File: src/hdl/mxs_pkg.sv
// shared constants and queue entry type for the max-sum mountain block
// no dependencies
package mxs_pkg;
   localparam int MAX_LEN_DEF     = 64;
   localparam int HEIGHT_BITS_DEF = 32;
   localparam int LIMIT_W         = 32;
   localparam int SUM_W           = 40;
   localparam int POS_W           = 6;

   typedef struct packed {
      logic [LIMIT_W-1:0] limit;
      logic               last;
   } queue_entry_type;
endpackage

File: src/hdl/mxs_front.sv
// front end: accepts limits, marks the last of a sequence, queues them
// depends on mxs_pkg
module mxs_front import mxs_pkg::*; #(
   parameter int MAX_LEN = MAX_LEN_DEF
) (
   input  logic                clock,
   input  logic                reset,
   input  logic                req_valid,
   output logic                req_ready,
   input  logic [LIMIT_W-1:0]  req_limit,
   input  logic                req_is_final,
   output logic                q_valid,
   input  logic                q_ready,
   output queue_entry_type     q_data
);
   localparam int CNT_W = $clog2(MAX_LEN + 1);

   logic [CNT_W-1:0] cnt_ff, cnt_in;
   queue_entry_type  slot_ff [2];
   logic             wr_ptr_ff, wr_ptr_in, rd_ptr_ff, rd_ptr_in;
   logic [1:0]       fill_ff, fill_in;
   logic             push, pop, last;

   assign req_ready = (fill_ff != 2'd2);
   assign q_valid   = (fill_ff != 2'd0);
   assign q_data    = slot_ff[rd_ptr_ff];
   assign push      = req_valid && req_ready;
   assign pop       = q_valid && q_ready;
   assign last      = req_is_final || (cnt_ff == CNT_W'(MAX_LEN - 1));

   always_comb begin
      cnt_in    = cnt_ff;
      wr_ptr_in = wr_ptr_ff;
      rd_ptr_in = rd_ptr_ff;
      fill_in   = fill_ff;
      if (push) begin
         cnt_in    = last ? '0 : cnt_ff + 1'b1;
         wr_ptr_in = ~wr_ptr_ff;
      end
      if (pop) begin
         rd_ptr_in = ~rd_ptr_ff;
      end
      if (push && !pop) begin
         fill_in = fill_ff + 2'd1;
      end else if (pop && !push) begin
         fill_in = fill_ff - 2'd1;
      end
   end

   always_ff @(posedge clock) begin
      if (reset) begin
         cnt_ff    <= '0;
         wr_ptr_ff <= 1'b0;
         rd_ptr_ff <= 1'b0;
         fill_ff   <= 2'd0;
      end else begin
         cnt_ff    <= cnt_in;
         wr_ptr_ff <= wr_ptr_in;
         rd_ptr_ff <= rd_ptr_in;
         fill_ff   <= fill_in;
      end
   end

   always_ff @(posedge clock) begin
      if (push) begin
         slot_ff[wr_ptr_ff] <= '{limit: req_limit, last: last};
      end
   end
endmodule

File: config.mk
export PLATFORM = sky130hd
export DESIGN_NAME = mxs_front
export DESIGN_NICKNAME = d
export VERILOG_FILES = /design/src/hdl/mxs_pkg.sv /design/src/hdl/mxs_front.sv
export SDC_FILE = /design/constraint.sdc
export NUM_CORES = 1
export LEC_CHECK = 0
export ABC_AREA = 1
export BUFFER_PORTS_ARGS = -buffer_cell sky130_fd_sc_hd__buf_4
export CELL_PAD_IN_SITES_DETAIL_PLACEMENT = 0
export CELL_PAD_IN_SITES_GLOBAL_PLACEMENT = 1
export CORE_MARGIN = 2
export CORE_UTILIZATION = 25
export DETAILED_ROUTE_END_ITERATION = 16
export GPL_TIMING_DRIVEN = 0
export HOLD_SLACK_MARGIN = 0.12
export PLACE_DENSITY_LB_ADDON = 0.1
export SETUP_SLACK_MARGIN = 0.4
export SYNTH_ARGS = -nofsm -noshare
export SYNTH_HDL_FRONTEND = slang
export SYNTH_SLANG_ARGS = --single-unit
File: constraint.sdc
create_clock -name clock -period 2.49 [get_ports clock]
set_input_delay 0.3735 -clock clock [delete_from_list [all_inputs] [get_ports clock]]
set_output_delay 0.3735 -clock clock [all_outputs]
set_load 0.02 [all_outputs]
# Word level (Yosys, flattened, before mapping)
# Memories as Yosys holds them, arrays and structs flattened. A register that Yosys moved wholly into a read port is not among the register bits.
# Index checks and enable logic that the tools add are counted.
[word_totals] output_inout_bits=35 ramBits=66 register_bits=11 in_bits=37 memories=1 word_cells=28
[op_classes] n_mux=7 add_sub_neg=3 eq_ne=2 reduce_logical=9 bitwise_logic=2
[memory_table] memory="slot_ff" words=2 word_bits=33 read_ports=1 rd_ports_with_merged_regs=1 write_ports=1 line_no="mxs_front.sv:19" rtl="queue_entry_type slot_ff [2];"
[op_table] cell="adder 7 x 1 -> 7 bit, second input constant" n=1
[op_table] cell="equality test 7 x 6 -> 1 bit, second input constant" n=1
[op_table] cell="2-to-1 mux 7 bit" n=1
[op_table] cell="logical AND 1 bit" n=4
[op_table] cell="2-to-1 mux 1 bit" n=4
[op_table] cell="2-to-1 mux 2 bit" n=2
[op_table] cell="nonzero test 2 bit" n=2
[op_table] cell="adder 2 x 1 -> 2 bit, second input constant" n=1
[op_table] cell="zero test 1 bit" n=2
[op_table] cell="!= test 2 bit, second input constant" n=1
[op_table] cell="inverter 1 bit" n=2
[op_table] cell="subtractor 2 x 1 -> 2 bit, second input constant" n=1
[op_table] cell="logical OR 1 bit" n=1

# Logic depth before layout (Yosys ltp)
[depth] word_depth=6 mapped_depth=9 ltp_nobuf=9

# Least setup slack after synthesis
# No wires, ideal clock.
[synth_timing] path_kind="register -> register" start="register fill_ff[0]" end="memory slot_ff[1][0] (netlist bit) (enable)" period_less_slack_ps=2577 setup_slack_ps=-87 stages_incl_launch_ff=5 setup_ps=425 arrival_ps=2152 t_required_ps=2065 cell_sequence="dfxtp_1 > inv_2 > nand2_1 > nand2_2 > nor2_1"
[synth_via] elab_chain_len=4
[synth_lines] item="start, declared" line_no="mxs_front.sv:21" rtl="logic [1:0] fill_ff, fill_in;"
[synth_lines] item="start signal, assigned" line_no="mxs_front.sv:60" rtl="fill_ff <= fill_in;"
[synth_lines] item="!= test 2 bit" line_no="mxs_front.sv:24" rtl="assign req_ready = (fill_ff != 2'd2);"
[synth_lines] item="named net req_ready" line_no="mxs_front.sv:9" rtl="output logic req_ready,"
[synth_lines] item="logical AND 1 bit" line_no="mxs_front.sv:27" rtl="assign push = req_valid && req_ready;"
[synth_lines] item="2-to-1 mux 1 bit" line_no="mxs_front.sv:65" rtl="if (push) begin"
[synth_lines] item="2-to-1 mux 1 bit (not written as such)" line_no="mxs_front.sv:66" rtl="slot_ff[wr_ptr_ff] <= '{limit: req_limit, last: last};"
[synth_lines] item="end, declared" line_no="mxs_front.sv:19"
# The timed path passes the listed nets, and every way through them passes these cells.

==> flow_summary.json <==
{
  "worstHoldPathCells": 1,
  "min_period_ps": 1949,
  "grt.total_usage_pct": 9.940,
  "core_area_mm2": 0.01152,
  "synth_area_mm2": 0.002972,
  "drive_gt1_share_pct": 46.01,
  "maxCapViolCount": 0,
  "globalplace.congestion": 0.6661,
  "final_common_cell": "buf_4",
  "grt_max_degree": 24,
  "htree_levels": 3,
  "ys_types": 22,
  "crit_top_cell": "buf_4",
  "fp.dieW_um": 113.0,
  "cp_top_family": "buffers and inverters",
  "hold_viol": 0,
  "hold_class": "input pin to flip-flop",
  "crit_path_end_kind": "output port",
  "ctsLongestPathBuffers": 2,
  "grt_pass1_vias": 1883,
  "min_period_over_period_pct": 78.28,
  "max_freq_mhz": 513.1,
  "hold_ws_ps": 227.7,
  "critical_path_class": "flip-flop to output port",
  "yosysWarnings": 0,
  "reg2regPathDepth": 5,
  "yosysSeqAreaShare_pct": 74.78,
  "drtAntennaViolNets": 0,
  "rows": 39,
  "ir_drop_v": 0.0004502,
  "die_y_um": 113.0,
  "num_vias": 1710,
  "crit_buf_inv": 3,
  "n_antenna_cell": 0,
  "synthCells": 187,
  "cts-root-buf": "clkbuf_16",
  "cts_tree": "yes",
  "io_buffers": 71,
  "cts_setup_buffers": 0,
  "cp_max_fo": 10,
  "required_ps": 2120,
  "path_depth": 4,
  "avgRoutedWirePerCell_um": 14.29,
  "total_power_uw": 3948,
  "gr-total-overflow": 0,
  "slew_headroom_pct": 68.88,
  "initial_core_util_pct": 25.80,
  "antenna_found_initial": 0,
  "clkTransAtPathRegs_ps": 60,
  "grt_pass1_wl_mm": 9.473,
  "arrival_ps": 1580,
  "vias_per_cell": 4.081,
  "drt_iter0_markers": 79,
  "cts.repair.resized": 0,
  "ys_ff_latch": 78,
  "cts_made_buffers": 9,
  "postSynthAreaPerCell_um2": 15.89,
  "ios": 72,
  "finClkSkew_ps": 5.543,
  "worstSetupStartpointType": "flip-flop",
  "synth_nets": 226,
  "drc_errors": 7,
  "cts_num_sinks": 78,
  "rsz0062_at_grt": "no",
  "final_cell_mix": "buf_4 (74), edfxtp_1 (66), mux2_2 (33)",
  "outcome": "finished with violations",
  "nets": 310,
  "fill_cells": 1127,
  "die_area_mm2": 0.01277,
  "slowest_stage": "mux2_2",
  "leakagePower_uw": 0.001513,
  "drtPass1Iterations": 10,
  "slew_viol_final": 0,
  "violations": "DRC",
  "tightest_slew_ps": 465.7,
  "setup_viol": 0,
  "postCtsHoldBufs": 0,
  "wirelength_mm": 5.986,
  "dp_hpwl_mm": 4.048,
  "insertion_delay_ps": 330,
  "critPathMaxStageDelay_ps": 360,
  "crit_chain": "buf_2 > buf_4 > mux2_2 > buf_4",
  "p_per_area_mw_per_mm2": 987.2,
  "area_delta_synth_final_pct": 34.57
}
## synth_stat cells, drive strengths merged
library cell  number  area, um^2
a21boi             1       18.77
a21oi              5       25.02
and2               1       6.260
buf                4       27.52
dfxtp             12       240.2
edfxtp            66        1982
ha                 2       25.02
inv               15       56.30
mux2              33       371.6
nand2             20       77.58
nand3              7       35.03
nand3b             1       7.510
nand4              1       6.260
nor2              10       37.54
o21ai              5       25.02
o21bai             2       15.01
or2                1       6.260
xor2               1       8.760
## metrics by stage
stage | util (%) | cells | setup slack (ps) | instance area [um^2] | setup TNS (ps)
5_1_grt | 34.72 | 419 | 440.7 | 3999 | 0
3_5_place_dp | 32.46 | 403 | 825.2 | 3739 | 0
3_3_place_gp | 32.03 | 401 | -215.8 | 3689 | -12720
6_report | 34.72 | 419 | 540.9 | 3999 | 0
2_1_floorplan | - | 187 | 464.5 | 2977 | 0
4_1_cts | 34.72 | 419 | 500.0 | 3999 | 0
## routing by layer
metal  track usage (%)  up-vias  wire length (um)
li1                  -      847                 -
met1             11.52      810              2586
met3             4.392        6               445
met2             16.21       47              2882
met5                 0        -                 0
met4             3.902        0                72
## worst paths after layout
kind                              startpoint              to  slack (ps)
worst max-delay path               flip-flop       q_data[2]         540
worst min-delay path            req_limit[5]   slot_ff[0][6]         230
worst max register to register    fill_ff[0]  slot_ff[1][25]         880
worst min register to register     cnt_ff[6]       cnt_ff[6]         450
## state kept, by name, summed over array words and instances (netlist names), named ones only
| signal | flops |
|---|---|
| cnt_ff | 7 |
| fill_ff | 2 |
| rd_ptr_ff | 1 |
| slot_ff | 66 |
| wr_ptr_ff | 1 |
## report_power, final
part	total (uW)	internal (uW)	switching [uW]	leakage, uW
sequential	1680	1630	52.5	0.000714
combinational	1120	499	620	0.000679
clock	1150	670	477	0.000120
total	3950	2800	1150	0.00151
## logic make-up after synthesis
| group | after synthesis | synth area share [%] |
|---|---|---|
| flops | 78 | 74.78 |
| simple gates | 41 | 5.938 |
| mux | 33 | 12.51 |
| buf+inv | 19 | 2.821 |
| compound gates | 13 | 2.821 |
| fa+ha+maj | 2 | 0.8420 |
| xor+xnor | 1 | 0.2948 |
## area by class of cell
type                            instances  area, um^2  share of cell area [%]
Timing Repair Buffer                   73       573.1                   14.33
Sequential cell                        78        2222                   55.57
Clock inverter                          4       23.77                  0.5945
Clock buffer                           12       236.5                   5.914
Buffer                                  4       27.53                  0.6884
Multi-Input combinational cell         90       680.7                   17.02
Inverter                               15       56.30                   1.408
Tap cell                              143       178.9                   4.474
Note: power is estimated with default switching activity, not from simulation.
